## src/hdl/fbpa_pkg.sv

```systemverilog
// Package for the fixed block pool allocator: field widths, request and
// status codes, and the command codes passed from the front end to the back end.
// No dependencies.
package fbpa_pkg;

  // Default sizing of the pool.
  localparam int unsigned MAX_BLOCKS_DEF      = 64;
  localparam int unsigned MAX_BLOCK_BYTES_DEF = 4096;

  // Smallest block: one link word.
  localparam int unsigned MARKER_BYTES = 8;

  // Depth of the command queue between front and back.
  localparam int unsigned QUEUE_DEPTH = 2;

  // Field widths.
  localparam int unsigned BS_CFG_W  = 13;
  localparam int unsigned BIU_W     = 7;
  localparam int unsigned REQ_W     = 2;
  localparam int unsigned SIZE_W    = 19;
  localparam int unsigned OFF_W     = 18;
  localparam int unsigned STATUS_W  = 3;
  localparam int unsigned CFG_IDX_W = 1;
  localparam int unsigned CFG_DAT_W = 13;

  // Configuration register indexes.
  localparam logic [CFG_IDX_W-1:0] CFG_BLOCK_SIZE    = 1'b0;
  localparam logic [CFG_IDX_W-1:0] CFG_BLOCKS_IN_USE = 1'b1;

  // Request codes.
  localparam logic [REQ_W-1:0] REQ_ALLOC = 2'd0;
  localparam logic [REQ_W-1:0] REQ_FREE  = 2'd1;
  localparam logic [REQ_W-1:0] REQ_CLEAR = 2'd2;

  // Result status codes.
  typedef enum logic [STATUS_W-1:0] {
    ST_OK          = 3'd0,
    ST_OOM         = 3'd1,
    ST_TOO_BIG     = 3'd2,
    ST_BAD_OFFSET  = 3'd3,
    ST_DOUBLE_FREE = 3'd4
  } status_e;

  // Classified commands handed from the front end to the back end.
  typedef enum logic [2:0] {
    OP_ALLOC      = 3'd0,
    OP_FREE       = 3'd1,
    OP_CLEAR      = 3'd2,
    OP_NOP        = 3'd3,
    OP_TOO_BIG    = 3'd4,
    OP_BAD_OFFSET = 3'd5
  } op_e;

endpackage

```

## src/hdl/fixed_block_pool_allocator.sv

```systemverilog
// Fixed block pool allocator. Allocate, clear and rejected requests pass through the
// front end, the command queue and the back end; a free also waits for the offset
// division and then walks the free list one element per cycle (up to MAX_BLOCKS).
// The back end starts a new command only after finishing the last; the free-list walk is the slowest.
// Reset: head at block zero, all link valid bits cleared so the chain reads as
// 0,1,...,MAX_BLOCKS-1; no clearing pass. Depends on fbpa_pkg and all fbpa modules.
module fixed_block_pool_allocator #(
  parameter int unsigned MAX_BLOCKS      = fbpa_pkg::MAX_BLOCKS_DEF,
  parameter int unsigned MAX_BLOCK_BYTES = fbpa_pkg::MAX_BLOCK_BYTES_DEF
) (
  input  logic                            clk_i,
  input  logic                            rst_ni,
  input  logic                            cfg_we_i,
  input  logic [fbpa_pkg::CFG_IDX_W-1:0]  cfg_index_i,
  input  logic [fbpa_pkg::CFG_DAT_W-1:0]  cfg_data_i,
  input  logic                            in_valid_i,
  output logic                            in_stall_o,
  input  logic [fbpa_pkg::REQ_W-1:0]      req_type_i,
  input  logic [fbpa_pkg::SIZE_W-1:0]     request_size_i,
  input  logic [fbpa_pkg::OFF_W-1:0]      free_offset_i,
  output logic                            out_valid_o,
  input  logic                            out_stall_i,
  output logic [fbpa_pkg::STATUS_W-1:0]   status_o,
  output logic [fbpa_pkg::OFF_W-1:0]      block_offset_o
);
  import fbpa_pkg::*;

  localparam int unsigned IW  = $clog2(MAX_BLOCKS);
  localparam int unsigned BSW = $clog2(MAX_BLOCK_BYTES + 1);
  localparam int unsigned CW  = (BSW > BS_CFG_W) ? BSW : BS_CFG_W;
  localparam int unsigned QW  = $bits(op_e) + IW;

  logic [BS_CFG_W-1:0] cfg_bs_q;
  logic [BIU_W-1:0]    cfg_blocks_q;
  logic [CW-1:0]       bs_raw;
  logic [BSW-1:0]      bs_eff;

  logic          q_push, q_full, q_pop, q_valid;
  op_e           f_op;
  logic [IW-1:0] f_idx;
  logic [QW-1:0] q_data;

  // Configuration registers.
  always_ff @(posedge clk_i or negedge rst_ni) begin
    if (!rst_ni) begin
      cfg_bs_q     <= BS_CFG_W'(MARKER_BYTES);
      cfg_blocks_q <= BIU_W'(64);
    end else if (cfg_we_i) begin
      unique case (cfg_index_i)
        CFG_BLOCK_SIZE:    cfg_bs_q     <= cfg_data_i[BS_CFG_W-1:0];
        CFG_BLOCKS_IN_USE: cfg_blocks_q <= cfg_data_i[BIU_W-1:0];
        default: ;
      endcase
    end
  end

  // Block size clamped to MARKER_BYTES..MAX_BLOCK_BYTES.
  assign bs_raw = CW'(cfg_bs_q);
  assign bs_eff = (bs_raw < CW'(MARKER_BYTES)) ? BSW'(MARKER_BYTES) :
                  (bs_raw > CW'(MAX_BLOCK_BYTES)) ? BSW'(MAX_BLOCK_BYTES) : BSW'(bs_raw);

  fbpa_front #(
    .MAX_BLOCKS      (MAX_BLOCKS),
    .MAX_BLOCK_BYTES (MAX_BLOCK_BYTES)
  ) u_front (
    .clk_i          (clk_i),
    .rst_ni         (rst_ni),
    .in_valid_i     (in_valid_i),
    .in_stall_o     (in_stall_o),
    .req_type_i     (req_type_i),
    .request_size_i (request_size_i),
    .free_offset_i  (free_offset_i),
    .block_size_i   (bs_eff),
    .push_o         (q_push),
    .full_i         (q_full),
    .op_o           (f_op),
    .idx_o          (f_idx)
  );

  fbpa_queue #(
    .WIDTH (QW)
  ) u_queue (
    .clk_i   (clk_i),
    .rst_ni  (rst_ni),
    .push_i  (q_push),
    .data_i  ({f_op, f_idx}),
    .full_o  (q_full),
    .pop_i   (q_pop),
    .valid_o (q_valid),
    .data_o  (q_data)
  );

  fbpa_back #(
    .MAX_BLOCKS      (MAX_BLOCKS),
    .MAX_BLOCK_BYTES (MAX_BLOCK_BYTES)
  ) u_back (
    .clk_i          (clk_i),
    .rst_ni         (rst_ni),
    .q_valid_i      (q_valid),
    .q_pop_o        (q_pop),
    .q_op_i         (op_e'(q_data[QW-1:IW])),
    .q_idx_i        (q_data[IW-1:0]),
    .block_size_i   (bs_eff),
    .blocks_cfg_i   (cfg_blocks_q),
    .out_valid_o    (out_valid_o),
    .out_stall_i    (out_stall_i),
    .status_o       (status_o),
    .block_offset_o (block_offset_o)
  );

  // The back end never takes a command while its result beat is stalled.
  assert property (@(posedge clk_i) disable iff (!rst_ni)
    q_pop |-> !(out_valid_o && out_stall_i))
    else $error("command popped while result beat is stalled");

  // The front end only pushes into a queue with room.
  assert property (@(posedge clk_i) disable iff (!rst_ni)
    q_push |-> !q_full)
    else $error("push into full command queue");

  // A stalled input beat means the front end still holds an earlier one.
  assert property (@(posedge clk_i) disable iff (!rst_ni)
    (in_valid_i && in_stall_o) |=> (in_stall_o || q_push || $past(q_full) == 1'b0))
    else $error("front end stalled without a held beat");

  // Only a successful result carries a nonzero block offset.
  assert property (@(posedge clk_i) disable iff (!rst_ni)
    (out_valid_o && status_o != ST_OK) |-> (block_offset_o == '0))
    else $error("nonzero offset on a failed request");

endmodule

```

## src/hdl/fbpa_divider.sv

```systemverilog
// Radix-2 restoring divider: one quotient bit per cycle.
// Depends on fbpa_pkg for the offset width.
module fbpa_divider #(
  parameter int unsigned DIVISOR_W = 13
) (
  input  logic                       clk_i,
  input  logic                       rst_ni,
  input  logic                       start_i,
  input  logic [fbpa_pkg::OFF_W-1:0] dividend_i,
  input  logic [DIVISOR_W-1:0]       divisor_i,
  output logic                       done_o,
  output logic [fbpa_pkg::OFF_W-1:0] quotient_o,
  output logic                       rem_zero_o
);
  import fbpa_pkg::*;

  localparam int unsigned CNT_W = $clog2(OFF_W + 1);

  logic                 busy_q;
  logic [CNT_W-1:0]     cnt_q;
  logic [DIVISOR_W-1:0] rem_q, rem_d;
  logic [DIVISOR_W-1:0] div_q;
  logic [OFF_W-1:0]     quo_q, quo_d;
  logic [DIVISOR_W:0]   trial;
  logic                 take;

  // One step: bring down the next dividend bit and subtract when it fits.
  always_comb begin
    trial = {rem_q, quo_q[OFF_W-1]};
    take  = (trial >= {1'b0, div_q});
    rem_d = take ? DIVISOR_W'(trial - {1'b0, div_q}) : trial[DIVISOR_W-1:0];
    quo_d = {quo_q[OFF_W-2:0], take};
  end

  // Control: count the steps of one division.
  always_ff @(posedge clk_i or negedge rst_ni) begin
    if (!rst_ni) begin
      busy_q <= 1'b0;
      cnt_q  <= '0;
    end else if (start_i) begin
      busy_q <= 1'b1;
      cnt_q  <= CNT_W'(OFF_W);
    end else if (busy_q) begin
      cnt_q <= cnt_q - CNT_W'(1);
      if (cnt_q == CNT_W'(1)) begin
        busy_q <= 1'b0;
      end
    end
  end

  // Datapath: remainder and the shared dividend/quotient shift register.
  always_ff @(posedge clk_i) begin
    if (start_i) begin
      rem_q <= '0;
      quo_q <= dividend_i;
      div_q <= divisor_i;
    end else if (busy_q) begin
      rem_q <= rem_d;
      quo_q <= quo_d;
    end
  end

  assign done_o     = !busy_q;
  assign quotient_o = quo_q;
  assign rem_zero_o = (rem_q == '0);

endmodule

```

## src/hdl/fbpa_front.sv

```systemverilog
// Front end: accepts request beats, checks sizes and offsets, and hands
// classified commands to the queue. Depends on fbpa_pkg and fbpa_divider.
module fbpa_front #(
  parameter int unsigned MAX_BLOCKS      = fbpa_pkg::MAX_BLOCKS_DEF,
  parameter int unsigned MAX_BLOCK_BYTES = fbpa_pkg::MAX_BLOCK_BYTES_DEF,
  localparam int unsigned IW  = $clog2(MAX_BLOCKS),
  localparam int unsigned BSW = $clog2(MAX_BLOCK_BYTES + 1)
) (
  input  logic                        clk_i,
  input  logic                        rst_ni,
  input  logic                        in_valid_i,
  output logic                        in_stall_o,
  input  logic [fbpa_pkg::REQ_W-1:0]  req_type_i,
  input  logic [fbpa_pkg::SIZE_W-1:0] request_size_i,
  input  logic [fbpa_pkg::OFF_W-1:0]  free_offset_i,
  input  logic [BSW-1:0]              block_size_i,
  output logic                        push_o,
  input  logic                        full_i,
  output fbpa_pkg::op_e               op_o,
  output logic [IW-1:0]               idx_o
);
  import fbpa_pkg::*;

  localparam int unsigned SW = (SIZE_W > BSW) ? SIZE_W : BSW;

  logic             hold_valid_q;
  logic             hold_free_q;
  op_e              hold_op_q;
  op_e              op_in;
  logic             accept;
  logic             ready;
  logic             div_done;
  logic [OFF_W-1:0] quotient;
  logic             rem_zero;
  logic             in_range;

  // Classify a request as it arrives; frees are settled after the division.
  always_comb begin
    case (req_type_i)
      REQ_ALLOC: op_in = (SW'(request_size_i) > SW'(block_size_i)) ? OP_TOO_BIG : OP_ALLOC;
      REQ_FREE:  op_in = OP_FREE;
      REQ_CLEAR: op_in = OP_CLEAR;
      default:   op_in = OP_NOP;
    endcase
  end

  // Offset to block index.
  fbpa_divider #(
    .DIVISOR_W (BSW)
  ) u_div (
    .clk_i      (clk_i),
    .rst_ni     (rst_ni),
    .start_i    (accept && (req_type_i == REQ_FREE)),
    .dividend_i (free_offset_i),
    .divisor_i  (block_size_i),
    .done_o     (div_done),
    .quotient_o (quotient),
    .rem_zero_o (rem_zero)
  );

  assign in_range = (quotient < OFF_W'(MAX_BLOCKS));
  assign ready    = hold_valid_q && (!hold_free_q || div_done);
  assign push_o   = ready && !full_i;
  assign in_stall_o = hold_valid_q && !push_o;
  assign accept   = in_valid_i && !in_stall_o;

  // Command going to the queue.
  always_comb begin
    if (hold_free_q) begin
      op_o = (rem_zero && in_range) ? OP_FREE : OP_BAD_OFFSET;
    end else begin
      op_o = hold_op_q;
    end
    idx_o = quotient[IW-1:0];
  end

  // Holding register for the beat in progress.
  always_ff @(posedge clk_i or negedge rst_ni) begin
    if (!rst_ni) begin
      hold_valid_q <= 1'b0;
    end else if (accept) begin
      hold_valid_q <= 1'b1;
    end else if (push_o) begin
      hold_valid_q <= 1'b0;
    end
  end

  always_ff @(posedge clk_i) begin
    if (accept) begin
      hold_op_q   <= op_in;
      hold_free_q <= (req_type_i == REQ_FREE);
    end
  end

endmodule

```

## src/hdl/fbpa_queue.sv

```systemverilog
// Short FIFO of classified commands between front end and back end.
// Depends on fbpa_pkg for its depth.
module fbpa_queue #(
  parameter int unsigned WIDTH = 8
) (
  input  logic             clk_i,
  input  logic             rst_ni,
  input  logic             push_i,
  input  logic [WIDTH-1:0] data_i,
  output logic             full_o,
  input  logic             pop_i,
  output logic             valid_o,
  output logic [WIDTH-1:0] data_o
);
  import fbpa_pkg::*;

  localparam int unsigned PW = (QUEUE_DEPTH > 1) ? $clog2(QUEUE_DEPTH) : 1;
  localparam int unsigned CW = $clog2(QUEUE_DEPTH + 1);

  logic [WIDTH-1:0] entry_q [QUEUE_DEPTH];
  logic [PW-1:0]    wr_ptr_q, rd_ptr_q;
  logic [CW-1:0]    count_q;
  logic             do_push, do_pop;

  assign full_o  = (count_q == CW'(QUEUE_DEPTH));
  assign valid_o = (count_q != '0);
  assign data_o  = entry_q[rd_ptr_q];
  assign do_push = push_i && !full_o;
  assign do_pop  = pop_i && valid_o;

  // Pointers and fill level.
  always_ff @(posedge clk_i or negedge rst_ni) begin
    if (!rst_ni) begin
      wr_ptr_q <= '0;
      rd_ptr_q <= '0;
      count_q  <= '0;
    end else begin
      if (do_push) begin
        wr_ptr_q <= (wr_ptr_q == PW'(QUEUE_DEPTH - 1)) ? '0 : wr_ptr_q + PW'(1);
      end
      if (do_pop) begin
        rd_ptr_q <= (rd_ptr_q == PW'(QUEUE_DEPTH - 1)) ? '0 : rd_ptr_q + PW'(1);
      end
      if (do_push && !do_pop) begin
        count_q <= count_q + CW'(1);
      end else if (do_pop && !do_push) begin
        count_q <= count_q - CW'(1);
      end
    end
  end

  // Storage.
  always_ff @(posedge clk_i) begin
    if (do_push) begin
      entry_q[wr_ptr_q] <= data_i;
    end
  end

endmodule

```

## src/hdl/fbpa_back.sv

```systemverilog
// Back end: owns the free list (head register, link memory, valid bits),
// executes commands one at a time and drives the result register.
// Depends on fbpa_pkg.
module fbpa_back #(
  parameter int unsigned MAX_BLOCKS      = fbpa_pkg::MAX_BLOCKS_DEF,
  parameter int unsigned MAX_BLOCK_BYTES = fbpa_pkg::MAX_BLOCK_BYTES_DEF,
  localparam int unsigned IW  = $clog2(MAX_BLOCKS),
  localparam int unsigned BSW = $clog2(MAX_BLOCK_BYTES + 1)
) (
  input  logic                          clk_i,
  input  logic                          rst_ni,
  input  logic                          q_valid_i,
  output logic                          q_pop_o,
  input  fbpa_pkg::op_e                 q_op_i,
  input  logic [IW-1:0]                 q_idx_i,
  input  logic [BSW-1:0]                block_size_i,
  input  logic [fbpa_pkg::BIU_W-1:0]    blocks_cfg_i,
  output logic                          out_valid_o,
  input  logic                          out_stall_i,
  output logic [fbpa_pkg::STATUS_W-1:0] status_o,
  output logic [fbpa_pkg::OFF_W-1:0]    block_offset_o
);
  import fbpa_pkg::*;

  localparam int unsigned LW = $clog2(MAX_BLOCKS + 1);
  localparam int unsigned NW = (LW > BIU_W) ? LW : BIU_W;
  localparam logic [LW-1:0] NULL_LINK = LW'(MAX_BLOCKS);

  localparam logic [1:0] S_IDLE  = 2'd0;
  localparam logic [1:0] S_ALLOC = 2'd1;
  localparam logic [1:0] S_WALK  = 2'd2;

  logic [1:0]      state_q, state_d;
  logic [LW-1:0]   head_q, head_d;
  logic [LW-1:0]   pool_q, pool_d;
  logic [IW-1:0]   idx_q, idx_d;
  logic [IW-1:0]   step_q, step_d;
  logic            first_q, first_d;
  logic [OFF_W-1:0] prod_q;
  logic [IW+BSW-1:0] prod_full;
  logic            prod_we;

  logic [LW-1:0]   link_mem [MAX_BLOCKS];
  logic [MAX_BLOCKS-1:0] valid_q;
  logic [IW-1:0]   rd_addr;
  logic [LW-1:0]   rd_data_q;
  logic            rd_vld_q;
  logic [IW-1:0]   rd_idx_q;
  logic [LW-1:0]   rd_next;
  logic [LW-1:0]   link_eff;
  logic [LW-1:0]   cur;
  logic [NW-1:0]   n_raw;
  logic [LW-1:0]   pool_n;

  logic            clear_all;
  logic            mem_we;
  logic            res_we;
  status_e         res_status;
  logic [OFF_W-1:0] res_offset;
  logic            out_free;

  logic            out_valid_q;
  status_e         status_q;
  logic [OFF_W-1:0] offset_q;

  // A link that was never written since the last clear reads as the rebuilt chain.
  assign rd_next  = LW'(rd_idx_q) + LW'(1);
  assign link_eff = rd_vld_q ? rd_data_q : ((rd_next < pool_q) ? rd_next : NULL_LINK);

  // Pool size taken at a clear, clamped to 1..MAX_BLOCKS.
  assign n_raw  = NW'(blocks_cfg_i);
  assign pool_n = (n_raw == '0) ? LW'(1) :
                  (n_raw > NW'(MAX_BLOCKS)) ? NULL_LINK : LW'(n_raw);

  assign prod_full = head_q[IW-1:0] * block_size_i;
  assign out_free  = !out_valid_q || !out_stall_i;
  assign cur       = first_q ? head_q : link_eff;

  // Command sequencer.
  always_comb begin
    state_d    = state_q;
    head_d     = head_q;
    pool_d     = pool_q;
    idx_d      = idx_q;
    step_d     = step_q;
    first_d    = first_q;
    prod_we    = 1'b0;
    clear_all  = 1'b0;
    mem_we     = 1'b0;
    res_we     = 1'b0;
    res_status = ST_OK;
    res_offset = '0;
    rd_addr    = head_q[IW-1:0];
    q_pop_o    = 1'b0;

    unique case (state_q)
      S_IDLE: begin
        if (q_valid_i && out_free) begin
          q_pop_o = 1'b1;
          case (q_op_i)
            OP_ALLOC: begin
              if (head_q >= NULL_LINK) begin
                res_we     = 1'b1;
                res_status = ST_OOM;
              end else begin
                prod_we = 1'b1;
                state_d = S_ALLOC;
              end
            end
            OP_FREE: begin
              if (LW'(q_idx_i) >= pool_q) begin
                res_we     = 1'b1;
                res_status = ST_BAD_OFFSET;
              end else begin
                idx_d   = q_idx_i;
                step_d  = '0;
                first_d = 1'b1;
                state_d = S_WALK;
              end
            end
            OP_CLEAR: begin
              clear_all = 1'b1;
              pool_d    = pool_n;
              head_d    = '0;
              res_we    = 1'b1;
            end
            OP_TOO_BIG: begin
              res_we     = 1'b1;
              res_status = ST_TOO_BIG;
            end
            OP_BAD_OFFSET: begin
              res_we     = 1'b1;
              res_status = ST_BAD_OFFSET;
            end
            default: begin
              res_we = 1'b1;
            end
          endcase
        end
      end

      // Link of the popped block has arrived: advance the head.
      S_ALLOC: begin
        head_d     = link_eff;
        res_we     = 1'b1;
        res_offset = prod_q;
        state_d    = S_IDLE;
      end

      // One free-list element per cycle; the read of the next link overlaps the check.
      S_WALK: begin
        first_d = 1'b0;
        if ((cur >= NULL_LINK) || (step_q == IW'(MAX_BLOCKS - 1) && cur[IW-1:0] != idx_q)) begin
          mem_we  = 1'b1;
          head_d  = LW'(idx_q);
          res_we  = 1'b1;
          state_d = S_IDLE;
        end else if (cur[IW-1:0] == idx_q) begin
          res_we     = 1'b1;
          res_status = ST_DOUBLE_FREE;
          state_d    = S_IDLE;
        end else begin
          rd_addr = cur[IW-1:0];
          step_d  = step_q + IW'(1);
        end
      end

      default: begin
        state_d = S_IDLE;
      end
    endcase
  end

  // Control registers and link valid bits.
  always_ff @(posedge clk_i or negedge rst_ni) begin
    if (!rst_ni) begin
      state_q     <= S_IDLE;
      head_q      <= '0;
      pool_q      <= NULL_LINK;
      first_q     <= 1'b0;
      step_q      <= '0;
      valid_q     <= '0;
      out_valid_q <= 1'b0;
    end else begin
      state_q <= state_d;
      head_q  <= head_d;
      pool_q  <= pool_d;
      first_q <= first_d;
      step_q  <= step_d;
      if (clear_all) begin
        valid_q <= '0;
      end else if (mem_we) begin
        valid_q[idx_q] <= 1'b1;
      end
      if (res_we) begin
        out_valid_q <= 1'b1;
      end else if (!out_stall_i) begin
        out_valid_q <= 1'b0;
      end
    end
  end

  // Link memory with registered read, plus datapath registers.
  always_ff @(posedge clk_i) begin
    if (mem_we) begin
      link_mem[idx_q] <= head_q;
    end
    rd_data_q <= link_mem[rd_addr];
    rd_vld_q  <= valid_q[rd_addr];
    rd_idx_q  <= rd_addr;
    idx_q     <= idx_d;
    if (prod_we) begin
      prod_q <= OFF_W'(prod_full);
    end
    if (res_we) begin
      status_q <= res_status;
      offset_q <= res_offset;
    end
  end

  assign out_valid_o    = out_valid_q;
  assign status_o       = status_q;
  assign block_offset_o = offset_q;

endmodule

```

## config.mk

```make
export PLATFORM = sky130hd
export DESIGN_NAME = fixed_block_pool_allocator
export DESIGN_NICKNAME = d
export VERILOG_FILES = /design/src/hdl/fbpa_pkg.sv /design/src/hdl/fixed_block_pool_allocator.sv /design/src/hdl/fbpa_divider.sv /design/src/hdl/fbpa_front.sv /design/src/hdl/fbpa_queue.sv /design/src/hdl/fbpa_back.sv
export SDC_FILE = /design/constraint.sdc
export NUM_CORES = 1
export LEC_CHECK = 0
export ABC_AREA = 1
export BUFFER_PORTS_ARGS = -buffer_cell sky130_fd_sc_hd__buf_2
export CORE_ASPECT_RATIO = 1.75
export CORE_UTILIZATION = 45
export CTS_CLUSTER_DIAMETER = 200
export DETAILED_ROUTE_END_ITERATION = 7
export PLACE_DENSITY = 0.62
export SYNTH_ARGS = -nofsm -noshare
export SYNTH_HDL_FRONTEND = slang
export SYNTH_SLANG_ARGS = --single-unit
```

## constraint.sdc

```tcl
create_clock -name clk_i -period 6.5 [get_ports clk_i]
set_clock_uncertainty 0.2 [all_clocks]
set_input_delay 0.325 -clock clk_i [delete_from_list [all_inputs] [get_ports clk_i]]
set_output_delay 0.325 -clock clk_i [all_outputs]
set_load 0.01 [all_outputs]
```

==> results of run 1 <==
-- registers in the layout, summed over array words and instances (netlist names), 13 cells and up --
register and cells:
u_front.u_div.quotient_o 18, u_back.block_offset_o 18, bs_raw 13, u_back.valid_q 64, u_queue.entry_q 18, u_front.u_div.div_q 13, u_back.link_mem 448, u_front.u_div.rem_q 13
u_back.prod_q 18
-- cell usage in the layout (no fill, tap or decap), types with 42 or more instances in the layout --
cell	n
dfrtp_1	109
dlygate4sd3_1	42
inv_1	534
nor2_1	196
fa_1	45
nand2_1	564
buf_2	79
o21ai_0	83
a21oi_1	56
edfxtp_1	546
nand3_1	573
clkbuf_16	60
ha_1	73
nand3b_1	178
o21a_1	64
-- logic make-up after synthesis --
logic type                 synth area share (%)
AOI/OAI and AO/OA                          4.22
xor gates and xnor gates                  0.774
adders and majority gates                  5.35
buffers and inverters                      8.75
DFF                                        58.7
muxes                                     0.391
and+or+nand+nor                            21.8
-- stage by stage --
| step | area, um2 | utilization [%] | setup WS [ns] |
|---|---|---|---|
| after floorplan | 33900 | - | 0.922 |
| after global placement | 35000 | 47.1 | 0.795 |
| after detailed placement | 35000 | 47.1 | 0.726 |
| after CTS | 37300 | 50.2 | 0.722 |
| after global routing | 37300 | 50.2 | 0.0945 |
| final | 37300 | 50.2 | 0.740 |
-- what timing repair did --
item / 4_1_cts / 5_1_grt
setup buffers: 0 / 0
endpoints found under the hold margin: 102 / 0
hold buffers: 42 / 0
-- routing by layer --
layer  share of wire (%)  global-route usage (%)
met3                 4.2                    2.21
met2                  54                    44.6
met1                  36                    25.4
met4                 5.6                    12.6
met5                   0                       0
-- worst paths after layout --
check | start | end | slack, ns | cells after the start
worst max-delay path | bs_raw[7] | u_back.prod_q[16] | 0.74 | 30
worst min-delay path | rst_ni | u_back.valid_q[10] | 0.08 | 2
worst max register to register | bs_raw[7] | u_back.prod_q[16] | 0.74 | 30
worst min register to register | u_back.valid_q[31] | u_back.valid_q[31] | 0.28 | 1
max in group asynchronous | rst_ni | u_back.head_q[4] | 4.60 | 3
min in group clk_i | req_type_i[1] | u_front.hold_op_q[1] | 0.26 | 2
-- worst max-delay path, delay by kind of cell (launching register included) --
kind	cells	cell delay (ns)
adder cells (fa/ha/maj)	4	1.73
AO/OA/AOI/OAI	10	1.49
AND/OR/NAND/NOR	11	1.30
flip-flops	1	0.40
buffers and inverters	4	0.28
XOR/XNOR	1	0.08
-- cell type report --
cell class / instances / area [um2] / area share, %
sequential: 692 / 19900 / 53.4
multi-input combinational: 1963 / 11100 / 29.7
inverter: 545 / 2050 / 5.49
clock buffer: 77 / 1590 / 4.25
tap: 938 / 1170 / 3.15
timing repair buffer: 154 / 1170 / 3.13
clock inverter: 32 / 307 / 0.822
-- power breakdown --
part / switching (W) / leakage, nW / total (W) / internal, W
clock network: 0.00162 / 0.916 / 0.00354 / 0.00192
registers: 0.000274 / 6.87 / 0.00595 / 0.00567
logic: 0.00445 / 8.27 / 0.00626 / 0.00181
==> flow_summary.json, run 1 <==
{
  "status": "finished clean",
  "hold_path.class": "input pin to asynchronous set/reset pin",
  "viasPerCell": 5.39,
  "dp_cells": 4250,
  "power.density_mw_per_mm2": 422,
  "place_congestion": 0.863,
  "port_buffers": 80,
  "yosysMostFrequentCell": "nand3_1",
  "diodes": 0,
  "fin_crit_ns": 5.76,
  "globalRouteTotalUtil_pct": 23.4,
  "synth_common_cells": "nand3_1 (573), nand2_1 (565), edfxtp_1 (546)",
  "core_area_mm2": 0.0743,
  "critical_path_class": "register to register",
  "finalPower_w": 0.0157,
  "path_clk_slew_ns": 0.07,
  "grt.overflow.total": 0,
  "dieArea_mm2": 0.0765,
  "synth_cell_type_count": 49,
  "period_share_pct": 88.6,
  "wire_per_inst_um": 20.1,
  "slowest_stage": "fa_1",
  "start_util_pct": 45.6,
  "die_y_um": 365,
  "async_reset_ff_share_pct": 17.2,
  "cts_tree": "built",
  "cts_resized": 0,
  "whs_ns": 0.0819,
  "crit_path_max_fanout": 8,
  "numCtsBuffers": 59,
  "crit_path_end_kind": "register",
  "synth_fp_nets": 3541,
  "cts_sinks": 692,
  "ant_nets": 0,
  "max-slew-margin-rel_pct": 33.6,
  "nets": 3591,
  "nFillCells": 6740,
  "io_pins": 81,
  "drt-total-wl_mm": 88.4,
  "avgSynthCellArea_um2": 10.1,
  "clk_latency_ns": 0.63,
  "hold_viol": 0,
  "drc": 0,
  "worstPathArrival_ns": 5.93,
  "core.rowCount": 132,
  "startpoint_type": "register",
  "finalNonFillerCells": 4401,
  "grt_pass1_vias": 23800,
  "slew_violations": 0,
  "power.leakage_nw": 16.1,
  "synthTopCellsByArea": "edfxtp_1 (48%), dfrtp_1 (8.6%), nand3_1 (8.5%), nand2_1 (6.3%), inv_1 (5.9%)",
  "drive_above_1_share_pct": 7.10,
  "yosys_warnings": 0,
  "yosys_register_bits": 692,
  "fmax_ghz": 0.174,
  "antenna_found_initial": 0,
  "synth_top_area_share_pct": 48.3,
  "cts_buffer_depth": 3,
  "slowest_delay_ns": 0.54,
  "cts_max_level": 2,
  "tightest_slew_ns": 0.989,
  "syn_area_mm2": 0.0339,
  "place_hpwl_mm": 55.5,
  "grt_pass1_wl_mm": 136,
  "rsz0062_at_grt": "false",
  "max-cap-violations": 0,
  "synth_top_area_cell": "edfxtp_1",
  "peakVddDrop_uv": 337,
  "synth_cells": 3365,
  "ys_seq_area_share_pct": 58.7,
  "first_iter_violations": 1577,
  "critPathRequiredTime_ns": 6.67,
  "vias": 23700,
  "critical_path.most_common_cell": "nand2_1",
  "syn2layout_area_growth_pct": 9.96,
  "firstDrtPassIters": 7,
  "tns_ns": 0,
  "chipWidth_um": 210,
  "synth_edf_count": 546,
  "finalSetupViolCount": 0,
  "synth_flop_cell": "edfxtp_1",
  "cts-root-buf": "clkbuf_16",
  "grt_max_degree": 146
}
(Power assumes the default switching activity.)
==> run 2, diff against run 1 <==
--- a/config.mk
+++ b/config.mk
@@ -5,7 +5,6 @@
 export SDC_FILE = /design/constraint.sdc
 export NUM_CORES = 1
 export LEC_CHECK = 0
-export ABC_AREA = 1
 export BUFFER_PORTS_ARGS = -buffer_cell sky130_fd_sc_hd__buf_2
 export CORE_ASPECT_RATIO = 1.75
 export CORE_UTILIZATION = 45
==> run 2 against run 1 <==
Compared with the run above: first-iteration DRC count increased by 1.3%; critical endpoint is now u_back.rd_data_q[6]; core utilization grew 1.3 points; worst setup slack worse by 0.37 ns; highest routed layer unchanged; clock power about the same; wire length shrank 5.0%; worst hold slack lost 0.046 ns; register-to-register slack got worse by 0.37 ns; largest cell class unchanged; combinational power increased by 11%.
==> flow_summary.json, run 2 <==
{
  "status": "finished clean",
  "nets": 2821,
  "path_clk_slew_ns": 0.07,
  "synth_common_cells": "edfxtp_1 (546), nand2_1 (414), nor2_1 (146)",
  "viasPerCell": 5.65,
  "grt_pass1_wl_mm": 128,
  "critPathRequiredTime_ns": 6.81,
  "max-slew-margin-rel_pct": 19.9,
  "synth_cell_type_count": 67,
  "cts-root-buf": "clkbuf_16",
  "multiInputGateArea_mm2": 0.0106,
  "firstDrtPassIters": 6,
  "whs_ns": 0.0363,
  "fin_crit_ns": 6.13,
  "cts_sinks": 692,
  "power.density_mw_per_mm2": 473,
  "yosysMostFrequentCell": "edfxtp_1",
  "power.leakage_nw": 13.6,
  "place_congestion": 0.876,
  "crit_path_max_fanout": 22,
  "syn2layout_area_growth_pct": 12.6,
  "synth_flop_cell": "edfxtp_1",
  "startpoint": "u_back.rd_idx_q[0]",
  "seq_area_mm2": 0.0199,
  "vias": 20300,
  "avgSynthCellArea_um2": 12.5,
  "dieArea_mm2": 0.0710,
  "top_register": "u_back.link_mem",
  "crit_path_end_kind": "register",
  "hold_path.class": "input pin to register",
  "finalSetupViolCount": 0,
  "layout_setup_ws_ns": 0.366,
  "peakVddDrop_uv": 311,
  "first_iter_violations": 1598,
  "nFillCells": 5888,
  "period_share_pct": 94.4,
  "startpoint_type": "register",
  "final_common_cell": "edfxtp_1",
  "r2r_end": "u_back.rd_data_q[6]",
  "tns_ns": 0,
  "core.rowCount": 127,
  "async_reset_ff_share_pct": 17.2,
  "grt_pass1_vias": 21100,
  "critical_path_class": "register to register",
  "clk_latency_ns": 0.64,
  "slew_violations": 0,
  "cts_tree": "built",
  "drt-total-wl_mm": 84.0,
  "synth_fp_nets": 2701,
  "post_cts_buffers": 0,
  "fmax_ghz": 0.163,
  "antenna_found_initial": 0,
  "grt_max_degree": 89,
  "chipWidth_um": 202,
  "yosys_warnings": 0,
  "hold_viol": 0,
  "r2r_slack_ns": 0.37,
  "wire_per_inst_um": 23.3,
  "final_cell_mix": "edfxtp_1 (546), nand2_1 (412), nor2_1 (145)",
  "rsz0062_at_grt": "false",
  "synth_edf_count": 546,
  "drc": 0,
  "globalRouteTotalUtil_pct": 24.0,
  "cts_buffer_depth": 3,
  "drive_above_1_share_pct": 11.5,
  "worst_r2r_path_depth": 17,
  "crit_end": "u_back.rd_data_q[6]",
  "largest_reg_flops": 448,
  "syn_area_mm2": 0.0315,
  "ant_nets": 0,
  "cts_max_level": 2,
  "max-cap-violations": 0,
  "synthTopCellsByArea": "edfxtp_1 (52%), dfrtp_1 (9.2%), nand2_1 (4.9%), mux2i_1 (3.9%), ha_1 (2.9%)",
  "numCtsBuffers": 59,
  "synth_top_area_cell": "edfxtp_1",
  "reg2reg_from": "u_back.rd_idx_q[0]",
  "tightest_slew_ns": 1.19,
  "synth_top_area_share_pct": 52.1,
  "top_regs": "u_back.link_mem x448, u_back.valid_q x64",
  "place_hpwl_mm": 57.2,
  "io_pins": 81,
  "diodes": 0,
  "yosys_register_bits": 692,
  "start_util_pct": 45.7,
  "core_area_mm2": 0.0688,
  "worstPathArrival_ns": 6.44,
  "die_y_um": 352,
  "port_buffers": 80,
  "grt.overflow.total": 0,
  "synth_cells": 2525,
  "pre_cts_ws_ns": 0.339,
  "ys_seq_area_share_pct": 63.3
}
## run 2: logic make-up after synthesis
kind of cell / share of synthesized area, %
AO/OA/AOI/OAI: 8.01
adder cells (fa/ha/maj): 5.77
buffers and inverters: 3.38
XOR/XNOR: 1.11
AND/OR/NAND/NOR: 12.9
multiplexers: 5.53
flip-flops: 63.3
## run 2: final cells by class
type	count	share of cell area (%)
Clock buffer	71	4.41
Clock inverter	41	1.11
Inverter	126	1.34
Multi-Input combinational cell	1584	29.8
Sequential cell	692	56.3
Tap cell	903	3.19
Timing Repair Buffer	182	3.83
## run 2: report_power, final
| part | switching (W) | internal [W] | total (W) |
|---|---|---|---|
| Sequential | 0.000385 | 0.00584 | 0.00622 |
| Combinational | 0.00458 | 0.00238 | 0.00696 |
| Clock | 0.00164 | 0.00193 | 0.00357 |
## run 2: worst max-delay path: stages (launching register included)
cell and delay (ns):
dfxtp_1 0.54, ha_1 0.27, xor2_1 0.50, ha_1 0.36, a21oi_1 0.15, o21ai_1 0.13, a21oi_1 0.45, nand2_1 0.23
a32o_1 0.34, o31a_1 0.45, buf_4 0.26, mux2i_1 0.24, nor2_4 0.74, buf_12 0.26, a32oi_1 0.20, and3_1 0.27
a31oi_1 0.27, nand4b_1 0.13
## run 2: worst min-delay path by stage
stage                                   end  slack, ns         from  cells after the start
final                            bs_raw[12]       0.04  cfg_index_i                      4
after global routing        cfg_blocks_q[2]       0.09     cfg_we_i                      3
after CTS                        bs_raw[12]      0.004  cfg_index_i                      4
after detailed placement  u_back.valid_q[8]       0.19       rst_ni                      1
after global placement    u_back.valid_q[9]       0.18       rst_ni                      1
after floorplan                   bs_raw[0]      -0.17       rst_ni                      0
## run 2: per-layer routing
layer	wire [um]	GRT usage, %	up-vias
li1	-	-	9327
met1	29200	25.3	10200
met4	4620	12.9	0
met5	0	0	-
met2	46800	46.6	648
met3	3370	2.13	181
## run 2: timing repair
item / 4_1_cts / 5_1_grt
hold buffers: 39 / 0
endpoints found under the hold margin: 104 / 0
gates resized for setup: 0 / 4
setup endpoints to repair: 0 / 3
## run 2: metrics by stage
stage               total power (W)  util [%]  cells  cell area (um2)
CTS                          0.0168      51.4   3599            35400
global route                 0.0177      51.5   3599            35400
global placement             0.0131      48.0   3448            33000
detailed placement           0.0132      48.0   3448            33000
finish                       0.0167      51.5   3599            35400
floorplan                    0.0108         -   2525            31500
